[config.mk]
export PLATFORM = sky130hd
export DESIGN_NAME = radix2_fft_stage_butterfly_top
export DESIGN_NICKNAME = d
export VERILOG_FILES = /design/src/r2fbf_pkg.sv /design/src/r2fbf_queue.sv /design/src/r2fbf_front.sv /design/src/r2fbf_back.sv /design/src/radix2_fft_stage_butterfly_top.sv
export SDC_FILE = /design/constraint.sdc
export NUM_CORES = 2
export LEC_CHECK = 0
export ABC_AREA = 0
export BUFFER_PORTS_ARGS = -buffer_cell sky130_fd_sc_hd__buf_2
export CAP_MARGIN = 20
export CORE_AREA = 2 2 356 358
export CTS_CLUSTER_DIAMETER = 40
export DETAILED_ROUTE_END_ITERATION = 7
export DIE_AREA = 0 0 358 360
export PLACE_DENSITY = 0.78
export SLEW_MARGIN = 20
export SYNTH_ARGS = -nofsm -noshare
export SYNTH_HDL_FRONTEND = slang
export SYNTH_HIERARCHICAL = 1
export SYNTH_SLANG_ARGS = --single-unit
[constraint.sdc]
create_clock -name clk -period 10.7 [get_ports clk]
set_input_delay 0.535 -clock clk [delete_from_list [all_inputs] [get_ports clk]]
set_output_delay 0.535 -clock clk [all_outputs]
set_load 0.02 [all_outputs]
[src/r2fbf_pkg.sv]
`timescale 1ns / 1ps
package r2fbf_pkg;

	localparam int QUEUE_DEPTH = 4;

	localparam logic [63:0] PI_Q60      = 64'h3243F6A8885A308D;
	localparam logic [63:0] HALF_PI_Q60 = PI_Q60 >> 1;
	localparam logic [63:0] Q60_ONE     = 64'h1 << 60;

	// Taylor term divisors: (2n)(2n+1) for sin, (2n-1)(2n) for cos
	localparam logic [63:0] SIN_DEN [1:16] = '{
		64'd6,   64'd20,  64'd42,  64'd72,  64'd110, 64'd156, 64'd210,  64'd272,
		64'd342, 64'd420, 64'd506, 64'd600, 64'd702, 64'd812, 64'd930, 64'd1056
	};
	localparam logic [63:0] COS_DEN [1:16] = '{
		64'd2,   64'd12,  64'd30,  64'd56,  64'd90,  64'd132, 64'd182, 64'd240,
		64'd306, 64'd380, 64'd462, 64'd552, 64'd650, 64'd756, 64'd870, 64'd992
	};

	function automatic logic [63:0] q60_mul(input logic [63:0] x, input logic [63:0] y);
		logic [127:0] p;
		p = {64'd0, x} * {64'd0, y};
		return p[123:60];
	endfunction

	function automatic logic [63:0] q60_round(input logic [63:0] v, input int frac);
		logic [63:0] m;
		m = v[63] ? 64'd0 : v;
		return (m + (64'd1 << (59 - frac))) >> (60 - frac);
	endfunction

	// {cos, -sin} of a Q60 angle in [0, pi), each rounded to frac fraction bits
	function automatic logic [127:0] twiddle_q(input logic [63:0] angle, input int frac);
		logic [63:0] th;
		logic [63:0] th2;
		logic [63:0] s;
		logic [63:0] c;
		logic [63:0] ts;
		logic [63:0] tc;
		logic [63:0] cv;
		logic [63:0] sv;
		logic        flip;
		th   = angle;
		flip = 1'b0;
		if (th > HALF_PI_Q60) begin
			th   = PI_Q60 - th;
			flip = 1'b1;
		end
		th2 = q60_mul(th, th);
		s   = th;
		ts  = th;
		c   = Q60_ONE;
		tc  = Q60_ONE;
		for (int n = 1; n <= 16; n++) begin
			ts = q60_mul(ts, th2) / SIN_DEN[n];
			tc = q60_mul(tc, th2) / COS_DEN[n];
			if ((n & 1) != 0) begin
				s = s - ts;
				c = c - tc;
			end else begin
				s = s + ts;
				c = c + tc;
			end
		end
		cv = q60_round(c, frac);
		sv = q60_round(s, frac);
		return {(flip ? (64'd0 - cv) : cv), (64'd0 - sv)};
	endfunction

endpackage

[src/r2fbf_queue.sv]
`timescale 1ns / 1ps
module r2fbf_queue
	import r2fbf_pkg::*;
#(
	parameter int WIDTH = 8
) (
	input  logic             clk,
	input  logic             arst_n,
	input  logic             push,
	input  logic [WIDTH-1:0] push_data,
	output logic             full,
	input  logic             pop,
	output logic             pop_valid,
	output logic [WIDTH-1:0] pop_data
);

	localparam int PTR_W = $clog2(QUEUE_DEPTH);
	localparam int CNT_W = $clog2(QUEUE_DEPTH + 1);

	logic [WIDTH-1:0] entry_q [QUEUE_DEPTH];
	logic [PTR_W-1:0] wr_ptr_q;
	logic [PTR_W-1:0] rd_ptr_q;
	logic [CNT_W-1:0] count_q;
	logic             do_pop;

	assign full      = (count_q == CNT_W'(QUEUE_DEPTH));
	assign pop_valid = (count_q != '0);
	assign pop_data  = entry_q[rd_ptr_q];
	assign do_pop    = pop && pop_valid;

	always_ff @(posedge clk) begin
		if (push) begin
			entry_q[wr_ptr_q] <= push_data;
		end
	end

	always_ff @(posedge clk or negedge arst_n) begin
		if (!arst_n) begin
			wr_ptr_q <= '0;
			rd_ptr_q <= '0;
			count_q  <= '0;
		end else begin
			if (push) begin
				wr_ptr_q <= wr_ptr_q + PTR_W'(1);
			end
			if (do_pop) begin
				rd_ptr_q <= rd_ptr_q + PTR_W'(1);
			end
			case ({push, do_pop})
				2'b10:   count_q <= count_q + CNT_W'(1);
				2'b01:   count_q <= count_q - CNT_W'(1);
				default: count_q <= count_q;
			endcase
		end
	end

endmodule

[src/r2fbf_front.sv]
`timescale 1ns / 1ps
module r2fbf_front
	import r2fbf_pkg::*;
#(
	parameter int POINTS       = 64,
	parameter int SAMPLE_WIDTH = 16
) (
	input  logic                           clk,
	input  logic                           arst_n,
	input  logic                           pair_valid,
	output logic                           pair_stall,
	input  logic                           last_in,
	input  logic signed [SAMPLE_WIDTH-1:0] a_real,
	input  logic signed [SAMPLE_WIDTH-1:0] a_imag,
	input  logic signed [SAMPLE_WIDTH-1:0] b_real,
	input  logic signed [SAMPLE_WIDTH-1:0] b_imag,
	output logic                           push,
	output logic [4*SAMPLE_WIDTH+((POINTS/2 > 1) ? $clog2(POINTS/2) : 1):0] push_data,
	input  logic                           full
);

	localparam int TW_COUNT = POINTS / 2;
	localparam int IDX_W    = (TW_COUNT > 1) ? $clog2(TW_COUNT) : 1;

	logic [IDX_W-1:0] idx_q;

	assign pair_stall = full;
	assign push       = pair_valid && !full;
	assign push_data  = {last_in, a_real, a_imag, b_real, b_imag, idx_q};

	// twiddle index: restarts on last word of a frame or at the table end
	always_ff @(posedge clk or negedge arst_n) begin
		if (!arst_n) begin
			idx_q <= '0;
		end else if (push) begin
			if (last_in || (idx_q == IDX_W'(TW_COUNT - 1))) begin
				idx_q <= '0;
			end else begin
				idx_q <= idx_q + IDX_W'(1);
			end
		end
	end

endmodule

[src/r2fbf_back.sv]
`timescale 1ns / 1ps
module r2fbf_back
	import r2fbf_pkg::*;
#(
	parameter int POINTS                = 64,
	parameter int SAMPLE_WIDTH          = 16,
	parameter int TWIDDLE_FRACTION_BITS = 16
) (
	input  logic                             clk,
	input  logic                             arst_n,
	input  logic                             pop_valid,
	input  logic [4*SAMPLE_WIDTH+((POINTS/2 > 1) ? $clog2(POINTS/2) : 1):0] pop_data,
	output logic                             pop,
	output logic                             result_valid,
	input  logic                             result_stall,
	output logic                             last_out,
	output logic signed [SAMPLE_WIDTH+1:0]   sum_real,
	output logic signed [SAMPLE_WIDTH+1:0]   sum_imag,
	output logic signed [SAMPLE_WIDTH+1:0]   diff_real,
	output logic signed [SAMPLE_WIDTH+1:0]   diff_imag
);

	localparam int TW_COUNT = POINTS / 2;
	localparam int IDX_W    = (TW_COUNT > 1) ? $clog2(TW_COUNT) : 1;
	localparam int SW       = SAMPLE_WIDTH;
	localparam int FRAC     = TWIDDLE_FRACTION_BITS;
	localparam int TW_W     = FRAC + 2;
	localparam int PW       = SW + TW_W;
	localparam int OW       = SW + 2;
	localparam logic signed [PW+1:0] RND = (PW + 2)'(1) <<< (FRAC - 1);

	// twiddle ROM
	logic signed [TW_W-1:0] cos_rom  [TW_COUNT];
	logic signed [TW_W-1:0] nsin_rom [TW_COUNT];

	for (genvar k = 0; k < TW_COUNT; k++) begin : g_rom
		localparam logic [63:0] ANG = (PI_Q60 / 64'(POINTS)) * 64'(2 * k)
			+ ((PI_Q60 % 64'(POINTS)) * 64'(2 * k)) / 64'(POINTS);
		localparam logic [127:0] TW = twiddle_q(ANG, FRAC);
		assign cos_rom[k]  = TW[64 +: TW_W];
		assign nsin_rom[k] = TW[0 +: TW_W];
	end

	logic                   en;
	logic                   in_last;
	logic signed [SW-1:0]   in_ar;
	logic signed [SW-1:0]   in_ai;
	logic signed [SW-1:0]   in_br;
	logic signed [SW-1:0]   in_bi;
	logic [IDX_W-1:0]       in_idx;

	logic                   valid_s1;
	logic                   last_s1;
	logic signed [SW-1:0]   ar_s1;
	logic signed [SW-1:0]   ai_s1;
	logic signed [SW-1:0]   br_s1;
	logic signed [SW-1:0]   bi_s1;
	logic signed [TW_W-1:0] wr_s1;
	logic signed [TW_W-1:0] wi_s1;

	logic                   valid_s2;
	logic                   last_s2;
	logic signed [SW-1:0]   ar_s2;
	logic signed [SW-1:0]   ai_s2;
	logic signed [PW-1:0]   rr_s2;
	logic signed [PW-1:0]   ii_s2;
	logic signed [PW-1:0]   ri_s2;
	logic signed [PW-1:0]   ir_s2;

	logic                   valid_s3;
	logic                   last_s3;
	logic signed [SW-1:0]   ar_s3;
	logic signed [SW-1:0]   ai_s3;
	logic signed [OW-1:0]   pr_s3;
	logic signed [OW-1:0]   pi_s3;

	logic                   valid_s4;
	logic                   last_s4;
	logic signed [OW-1:0]   sr_s4;
	logic signed [OW-1:0]   si_s4;
	logic signed [OW-1:0]   dr_s4;
	logic signed [OW-1:0]   di_s4;

	logic signed [PW+1:0]   re_full;
	logic signed [PW+1:0]   im_full;

	assign {in_last, in_ar, in_ai, in_br, in_bi, in_idx} = pop_data;

	assign en  = !valid_s4 || !result_stall;
	assign pop = en;

	// exact products, round half up, drop fraction bits
	always_comb begin
		re_full = (PW + 2)'(rr_s2) - (PW + 2)'(ii_s2) + RND;
		im_full = (PW + 2)'(ri_s2) + (PW + 2)'(ir_s2) + RND;
	end

	always_ff @(posedge clk or negedge arst_n) begin
		if (!arst_n) begin
			valid_s1 <= 1'b0;
			valid_s2 <= 1'b0;
			valid_s3 <= 1'b0;
			valid_s4 <= 1'b0;
		end else if (en) begin
			valid_s1 <= pop_valid;
			valid_s2 <= valid_s1;
			valid_s3 <= valid_s2;
			valid_s4 <= valid_s3;
		end
	end

	always_ff @(posedge clk) begin
		if (en) begin
			last_s1 <= in_last;
			ar_s1   <= in_ar;
			ai_s1   <= in_ai;
			br_s1   <= in_br;
			bi_s1   <= in_bi;
			wr_s1   <= cos_rom[in_idx];
			wi_s1   <= nsin_rom[in_idx];

			last_s2 <= last_s1;
			ar_s2   <= ar_s1;
			ai_s2   <= ai_s1;
			rr_s2   <= PW'(br_s1) * PW'(wr_s1);
			ii_s2   <= PW'(bi_s1) * PW'(wi_s1);
			ri_s2   <= PW'(br_s1) * PW'(wi_s1);
			ir_s2   <= PW'(bi_s1) * PW'(wr_s1);

			last_s3 <= last_s2;
			ar_s3   <= ar_s2;
			ai_s3   <= ai_s2;
			pr_s3   <= OW'(re_full >>> FRAC);
			pi_s3   <= OW'(im_full >>> FRAC);

			last_s4 <= last_s3;
			sr_s4   <= OW'(ar_s3) + pr_s3;
			si_s4   <= OW'(ai_s3) + pi_s3;
			dr_s4   <= OW'(ar_s3) - pr_s3;
			di_s4   <= OW'(ai_s3) - pi_s3;
		end
	end

	assign result_valid = valid_s4;
	assign last_out     = last_s4;
	assign sum_real     = sr_s4;
	assign sum_imag     = si_s4;
	assign diff_real    = dr_s4;
	assign diff_imag    = di_s4;

endmodule

[src/radix2_fft_stage_butterfly_top.sv]
`timescale 1ns / 1ps
// Streaming butterfly for one decimation-in-time FFT stage.
// Input channel (pair_valid / pair_stall): one word carries samples a and b
// and last_in. Output channel (result_valid / result_stall): one word
// carries a + b*W, a - b*W and last_out.
// b is rotated by W[k] = cos(2*pi*k/POINTS) - j*sin(2*pi*k/POINTS), taken
// from a constant ROM of POINTS/2 entries. k starts at 0, steps once per
// accepted word and returns to 0 after a word with last_in set or after
// the final ROM entry.
// Throughput: one word per clock while result_stall is low. An accepted
// word lands in the 4-entry input queue, then moves through the back
// pipeline stages in order: ROM read, multiply, round, add/sub; the
// add/sub stage drives result_valid.
// When result_stall is high the back pipeline holds; the queue keeps taking
// words until it is full, then pair_stall rises.
// Reset (arst_n low) empties queue and pipeline and sets k to 0.
module radix2_fft_stage_butterfly_top
	import r2fbf_pkg::*;
#(
	parameter int POINTS                = 64,
	parameter int SAMPLE_WIDTH          = 16,
	parameter int TWIDDLE_FRACTION_BITS = 16
) (
	input  logic                           clk,
	input  logic                           arst_n,
	input  logic                           pair_valid,
	output logic                           pair_stall,
	input  logic                           last_in,
	input  logic signed [SAMPLE_WIDTH-1:0] a_real,
	input  logic signed [SAMPLE_WIDTH-1:0] a_imag,
	input  logic signed [SAMPLE_WIDTH-1:0] b_real,
	input  logic signed [SAMPLE_WIDTH-1:0] b_imag,
	output logic                           result_valid,
	input  logic                           result_stall,
	output logic                           last_out,
	output logic signed [SAMPLE_WIDTH+1:0] sum_real,
	output logic signed [SAMPLE_WIDTH+1:0] sum_imag,
	output logic signed [SAMPLE_WIDTH+1:0] diff_real,
	output logic signed [SAMPLE_WIDTH+1:0] diff_imag
);

	localparam int TW_COUNT = POINTS / 2;
	localparam int IDX_W    = (TW_COUNT > 1) ? $clog2(TW_COUNT) : 1;
	localparam int EW       = 1 + 4 * SAMPLE_WIDTH + IDX_W;

	logic          push;
	logic [EW-1:0] push_data;
	logic          full;
	logic          pop;
	logic          pop_valid;
	logic [EW-1:0] pop_data;

	r2fbf_front #(
		.POINTS       (POINTS),
		.SAMPLE_WIDTH (SAMPLE_WIDTH)
	) u_front (
		.clk        (clk),
		.arst_n     (arst_n),
		.pair_valid (pair_valid),
		.pair_stall (pair_stall),
		.last_in    (last_in),
		.a_real     (a_real),
		.a_imag     (a_imag),
		.b_real     (b_real),
		.b_imag     (b_imag),
		.push       (push),
		.push_data  (push_data),
		.full       (full)
	);

	r2fbf_queue #(
		.WIDTH (EW)
	) u_queue (
		.clk       (clk),
		.arst_n    (arst_n),
		.push      (push),
		.push_data (push_data),
		.full      (full),
		.pop       (pop),
		.pop_valid (pop_valid),
		.pop_data  (pop_data)
	);

	r2fbf_back #(
		.POINTS                (POINTS),
		.SAMPLE_WIDTH          (SAMPLE_WIDTH),
		.TWIDDLE_FRACTION_BITS (TWIDDLE_FRACTION_BITS)
	) u_back (
		.clk          (clk),
		.arst_n       (arst_n),
		.pop_valid    (pop_valid),
		.pop_data     (pop_data),
		.pop          (pop),
		.result_valid (result_valid),
		.result_stall (result_stall),
		.last_out     (last_out),
		.sum_real     (sum_real),
		.sum_imag     (sum_imag),
		.diff_real    (diff_real),
		.diff_imag    (diff_imag)
	);

endmodule

Word-level counts from Yosys, hierarchy flattened
Memory sizes are Yosys's and may differ from the RTL's. A register that Yosys moved wholly into a read port is not among the register bits.
Index checks and enable logic that the tools add are counted.
Widths: inputs -> output; s select.
{"block": "classes", "n_mux": 4, "n_mul": 4, "div": 0, "n_addsub": 13, "eq_ne": 4, "n_shift": 0, "reduce_logical": 9, "bitwise": 1, "n_lt_le_gt_ge": 0}
{"op": "$mul 16x18->34", "n": 4}
{"op": "$add 34x17->34 const B", "n": 2}
{"op": "$add 16x18->18", "n": 2}
{"op": "$sub 16x18->18", "n": 2}
{"op": "$add 34x34->34", "n": 1}
{"op": "$sub 34x34->34", "n": 1}
{"op": "$not 5->6", "n": 1}
{"op": "$pmux 3 s2", "n": 1}
{"op": "$add 5x1->5 const B", "n": 1}
{"op": "$eq 5x5->1 const B", "n": 1}
{"op": "$mux 5", "n": 1}
{"op": "$add 2x1->2 const B", "n": 2}
{"op": "$add 3x1->3 const B", "n": 1}
{"op": "$eq 3x3->1 const B", "n": 1}
{"op": "$logic_not 1->1", "n": 3}
{"op": "$reduce_bool 3->1", "n": 1}
{"op": "$sub 3x1->3 const B", "n": 1}
{"op": "$eq 2x1->1 const B", "n": 1}
{"op": "$eq 2x2->1 const B", "n": 1}
{"op": "$logic_and 1x1->1", "n": 2}
{"op": "$logic_or 1x1->1", "n": 2}
{"op": "$mux 1", "n": 2}
{"op": "$reduce_bool 2->1", "n": 1}
{"block": "totals", "ram_bits": 280, "latchBits": 0, "in_bits": 69, "n_memories": 3, "word_cells": 68, "romBits": 1152, "reg_bits": 392}
{"memory": "(no name shown)", "words": 32, "width": 18, "rd": 1, "rd_ports_with_merged_regs": 1, "wr": 0, "line_no": "r2fbf_back.sv:120", "text": "wi_s1 <= nsin_rom[in_idx];"}
{"memory": "(no name shown)", "words": 32, "width": 18, "rd": 1, "rd_ports_with_merged_regs": 1, "wr": 0, "line_no": "r2fbf_back.sv:119", "text": "wr_s1 <= cos_rom[in_idx];"}
{"memory": "u_queue.entry_q", "words": 4, "width": 70, "rd": 1, "rd_ports_with_merged_regs": 0, "wr": 1, "line_no": "r2fbf_queue.sv:20", "text": "logic [WIDTH-1:0] entry_q [QUEUE_DEPTH];"}

Depth between registers and ports, before layout
{"block": "depth", "ltp_word": 5, "mapped_depth": 26}

Modules after synthesis
Netlist, hierarchy kept.
{"module": "r2fbf_back", "seq_area_each_um2": 12381.9, "n_inst": 1, "area_per_inst_um2": 62029.5, "cells_per_inst": 6155}
{"module": "r2fbf_queue", "seq_area_each_um2": 8583.2, "n_inst": 1, "area_per_inst_um2": 10587.7, "cells_per_inst": 403}
{"module": "r2fbf_front", "seq_area_each_um2": 125.1, "n_inst": 1, "area_per_inst_um2": 758.2, "cells_per_inst": 88}

Worst setup path before layout
OpenSTA, ideal clock, no wires.
{"block": "synth_path", "path_type": "input -> register", "startpoint": "input result_stall", "endpoint": "register u_queue.count_q[2]", "n_path_buf": 0, "setup_slack_ns": -0.545, "stages": 8, "arrival_ns": 11.166, "cell_sequence": "nand2_1 o31a_1 ha_1 inv_1 fa_1 xor2_1 nor2_1 xor2_1"}
{"block": "synth_between", "elab_chain_cells": 5, "elab_cells_between_ends": 7}
{"element": "start, declared", "line_no": "radix2_fft_stage_butterfly_top.sv:34", "text": "input logic result_stall,"}
{"element": "$logic_not 1->1 *", "line_no": "r2fbf_back.sv:89", "text": "assign en = !valid_s4 || !result_stall;"}
{"element": "$logic_or 1x1->1 *", "line_no": "r2fbf_back.sv:89"}
{"element": "$logic_and 1x1->1 *", "line_no": "r2fbf_queue.sv:29", "text": "assign do_pop = pop && pop_valid;"}
{"element": "via u_queue.do_pop", "line_no": "r2fbf_queue.sv:24", "text": "logic do_pop;"}
{"element": "$eq 2x1->1 / $eq 2x2->1 (equally long branches)", "line_no": "r2fbf_queue.sv:49", "text": "case ({push, do_pop})"}
{"element": "$pmux 3 s2 / $reduce_bool 2->1 (equally long branches)"}
{"element": "end signal, assigned", "line_no": "r2fbf_queue.sv:50", "text": "2'b10: count_q <= count_q + CNT_W'(1);"}
{"element": "end signal, assigned", "line_no": "r2fbf_queue.sv:51", "text": "2'b01: count_q <= count_q - CNT_W'(1);"}
{"element": "end signal, assigned", "line_no": "r2fbf_queue.sv:52", "text": "default: count_q <= count_q;"}
{"element": "end, declared", "line_no": "r2fbf_queue.sv:23", "text": "logic [CNT_W-1:0] count_q;"}
The timed path passes the listed nets; every way through them passes the cells marked *.
A chain may end at the register's enable or synchronous reset.

Worst setup path after layout
{"block": "layout_path", "startpoint": "register u_back.br_s1[15]", "endpoint": "register u_back.ri_s2[32], data pin"}
{"block": "layout_between", "elab_chain_cells": 1}
{"element": "start, declared", "line_no": "r2fbf_back.sv:56", "text": "logic signed [SW-1:0] br_s1;"}
{"element": "start signal, assigned", "line_no": "r2fbf_back.sv:117", "text": "br_s1 <= in_br;"}
{"element": "$mul 16x18->34", "line_no": "r2fbf_back.sv:127", "text": "ri_s2 <= PW'(br_s1) * PW'(wi_s1);"}
{"element": "end signal, assigned", "line_no": "r2fbf_back.sv:127"}
{"element": "end, declared", "line_no": "r2fbf_back.sv:67", "text": "logic signed [PW-1:0] ri_s2;"}
No other way between the ends.

==> run metrics <==
outcome completed; Seq/Total Area, Yosys 28.7%; Tightest Pin Transition 1.12 ns; Max-cap violations 0; GP Congestion 0.895; drt total wl 168,000 µm; GR Overflow Total 0; Synth cell types 88; r2r setup slk 2.74 ns; DRT antenna net count 0; # setup viols final 0; HP Class in -> reg; Initial Utilization 58.7%; CORE AREA 0.125 mm²; Synthesis Warnings 6; NumNets Final 8,447; clock period minus worst slack 7.96 ns; Post-Synthesis Cells 6,646; antenna violations before repair 2; Fillers 9,212; worst hold stages 1; Fin Setup TNS 0 ns; area share of the largest cell type after synthesis 31.3%; Clock Path Buffers 3; setup bufs post-CTS 0; top-level port count 144; die area 0.129 mm²; final worst-path cycle share 74.4%; max-slew violations 0; clk_lat worst skew 0.73 ns; DP HPWL 123,000 µm; Syn Nets 8,415; WL per Instance 20.0 µm; Hold Fails Final Rpt 0; Worst Reg-to-Reg Cells 22; Port-buffer cells 143; Max Clock Freq 126 MHz; first-pass GRT wire length 273,000 µm; ranking of synthesized cells by area fa_1 31%, edfxtp_1 28%, ha_1 9.4%, inv_1 7.2%, and2_1 4.6%; Area Overhead vs Synth 8.08%; largest net degree at the start of global routing 79; crit path from u_back/br_s1[15]$_DFFE_PP_; Total GRT Usage 27.2%; clock tree from TritonCTS yes; Clock Sinks 705; Vias 47,400; Worst EP arrival 8.42 ns; number of global-route vias before repair 50,800; Mapped Area 0.0734 mm²; crit path max fanout 15; RSZ-0062 raised after global routing false; crit path capture u_back/ri_s2[32]$_DFFE_PP_; Worst setup EP type flip-flop; drt pass-1 iters 5; ys flop type edfxtp_1; reg2reg end u_back/ri_s2[32]$_DFFE_PP_; area of the multi-input gates 0.0454 mm²; Max-slew headroom 25.5%; number of synthesized register bits 705; Seq. cell area 0.0211 mm²; reg-to-reg critical path startpoint u_back/br_s1[15]$_DFFE_PP_; chip width 358 µm; number of enable flip-flop cells after synthesis 689; Std-Cell Rows 130; Async SR Flop Fraction 2.27%; DIE HEIGHT 360 µm; vias per cell 5.63; fraction of layout cells with a size suffix above 1 7.64%; CTS H-Tree Depth 3; Critical Path RT 11.17 ns; most common cell after layout, fill and taps aside inv_1; Clock transition at path regs 0.06 ns; CTS Root Cell clkbuf_16; CTS Buf Count 102; commonest non-fill, non-tap cells in the layout 1,403 x inv_1, 1,147 x fa_1, 689 x edfxtp_1, 628 x nand2_1, 553 x ha_1; leading area contributor after synthesis fa_1; Setup Skew 0.0498 ns; startpoint class of the critical path flip-flop; Post-route DRC 0; WS Path Type reg -> reg; diode count 0; mean post-synth cell area 11.0 µm²; DR iter-0 viols 4,202
-- how the worst min path moves through the flow --
stage,slack (ns),start,to
after CTS,0.001,b_real[8],u_queue/entry_q[2][29]$_DFFE_PP_
after detailed placement,0.41,u_back/ar_s1[11]$_DFFE_PP_,u_back/ar_s2[11]$_DFFE_PP_
after floorplan,0.24,arst_n,u_back/result_valid$_DFFE_PN0P_
final,0.04,a_imag[7],u_queue/entry_q[1][44]$_DFFE_PP_
after global placement,0.40,u_back/ar_s1[10]$_DFFE_PP_,u_back/ar_s2[10]$_DFFE_PP_
after global routing,0.02,b_real[8],u_queue/entry_q[2][29]$_DFFE_PP_
-- sequential cells by signal, indices dropped and copies added, names as in the netlist, 17 cells and up --
| name | cells |
|---|---|
| u_back/pi_s3 | 18 |
| u_back/wr_s1 | 18 |
| u_back/rr_s2 | 34 |
| u_back/sum_real | 18 |
| u_back/pr_s3 | 18 |
| u_back/diff_real | 17 |
| u_back/wi_s1 | 17 |
| u_back/sum_imag | 18 |
| u_queue/entry_q | 280 |
| u_back/ii_s2 | 34 |
| u_back/ir_s2 | 34 |
| u_back/ri_s2 | 34 |
| u_back/diff_imag | 17 |
-- per-layer routing --
metal	track usage (%)	part of all wire, %	vias to the layer above	routed length (µm)
li1	-	-	20900	-
met1	36.9	40	24200	67100
met2	43.4	47	2007	79900
met3	5.13	8.4	330	14200
met4	10.7	4.4	2	7340
met5	0	0.0077	-	13
-- per-stage QoR --
step	cells	cell area (µm²)	util (%)	hold WS (ns)	worst slack, ns
finish	8414	79300	63.5	0.0422	2.74
global route	8414	79300	63.5	0.0202	2.44
CTS	8412	79300	63.4	0.00105	2.87
detailed placement	8184	75200	60.2	0.405	2.92
global placement	8182	75100	60.1	0.400	3.05
floorplan	6646	73400	-	0.239	3.58
-- Yosys cell counts (6+ instances only) --
cell type and n:
buf_4 68, a311oi_1 8, a31o_2 7, a211oi_1 21, o21ai_0 107, or3_1 14, dfrtp_1 16, nor2_1 202
and2_1 536, nor2b_1 23, o21a_1 25, nor3_1 39, clkbuf_1 243, xor2_1 54, a211o_1 6, ha_1 553
nand3_1 36, edfxtp_1 689, a21oi_1 181, o211ai_1 14, buf_1 8, o31a_1 10, and3_1 29, o21bai_1 21
o22ai_1 6, a31oi_1 27, nand4_1 15, xnor2_1 190, mux4_2 68, or2_2 6, fa_1 1147, inv_1 1403
nand3b_1 6, nand2b_1 38, nand2_1 629, buf_12 7, buf_2 7, mux2_2 8, a21o_1 69, o31ai_1 12
-- timing repair --
action	in CTS	in global routing
endpoints found under the hold margin	157	0
resized for setup	0	0
hold buffers	38	0
-- worst max-delay path, stage by stage (launching register included) --
cell and delay (ns):
edfxtp_1 0.66, clkinv_1 0.68, buf_4 0.45, nor2_1 0.15, fa_1 0.45, fa_1 0.51, fa_1 0.43, fa_1 0.48
fa_1 0.49, inv_1 0.05, fa_1 0.48, inv_1 0.05, ha_1 0.39, nand2_1 0.12, or4_1 0.47, a21oi_1 0.18
a21oi_1 0.11, a21oi_1 0.48, a221oi_1 0.23, o21ai_0 0.45, a211o_1 0.20, a21oi_1 0.07, xnor2_1 0.14
-- area by class of cell --
class	count	share of cell area, %
inverters	1407	6.66
clock inverters	80	1.35
flip-flops and latches	705	26.6
clock buffers	110	3.32
well taps	1650	2.60
repair buffers	262	2.22
multi-input cells	4200	57.2
-- cell families (layout without fill, tap and decap cells) --
logic type               after synthesis  after routing  synth area share (%)
buffers and inverters               1741           1859                  9.43
adder cells (fa/ha/maj)             1700           1700                  40.7
AND/OR/NAND/NOR                     1594           1594                  10.7
flip-flops                           705            705                  28.7
AO/OA/AOI/OAI                        580            580                  5.14
XOR/XNOR                             244            244                  2.91
multiplexers                          82             82                  2.34
Power is not shown: default switching activity piles up to over one toggle a cycle in this logic, so the estimate is an artifact.
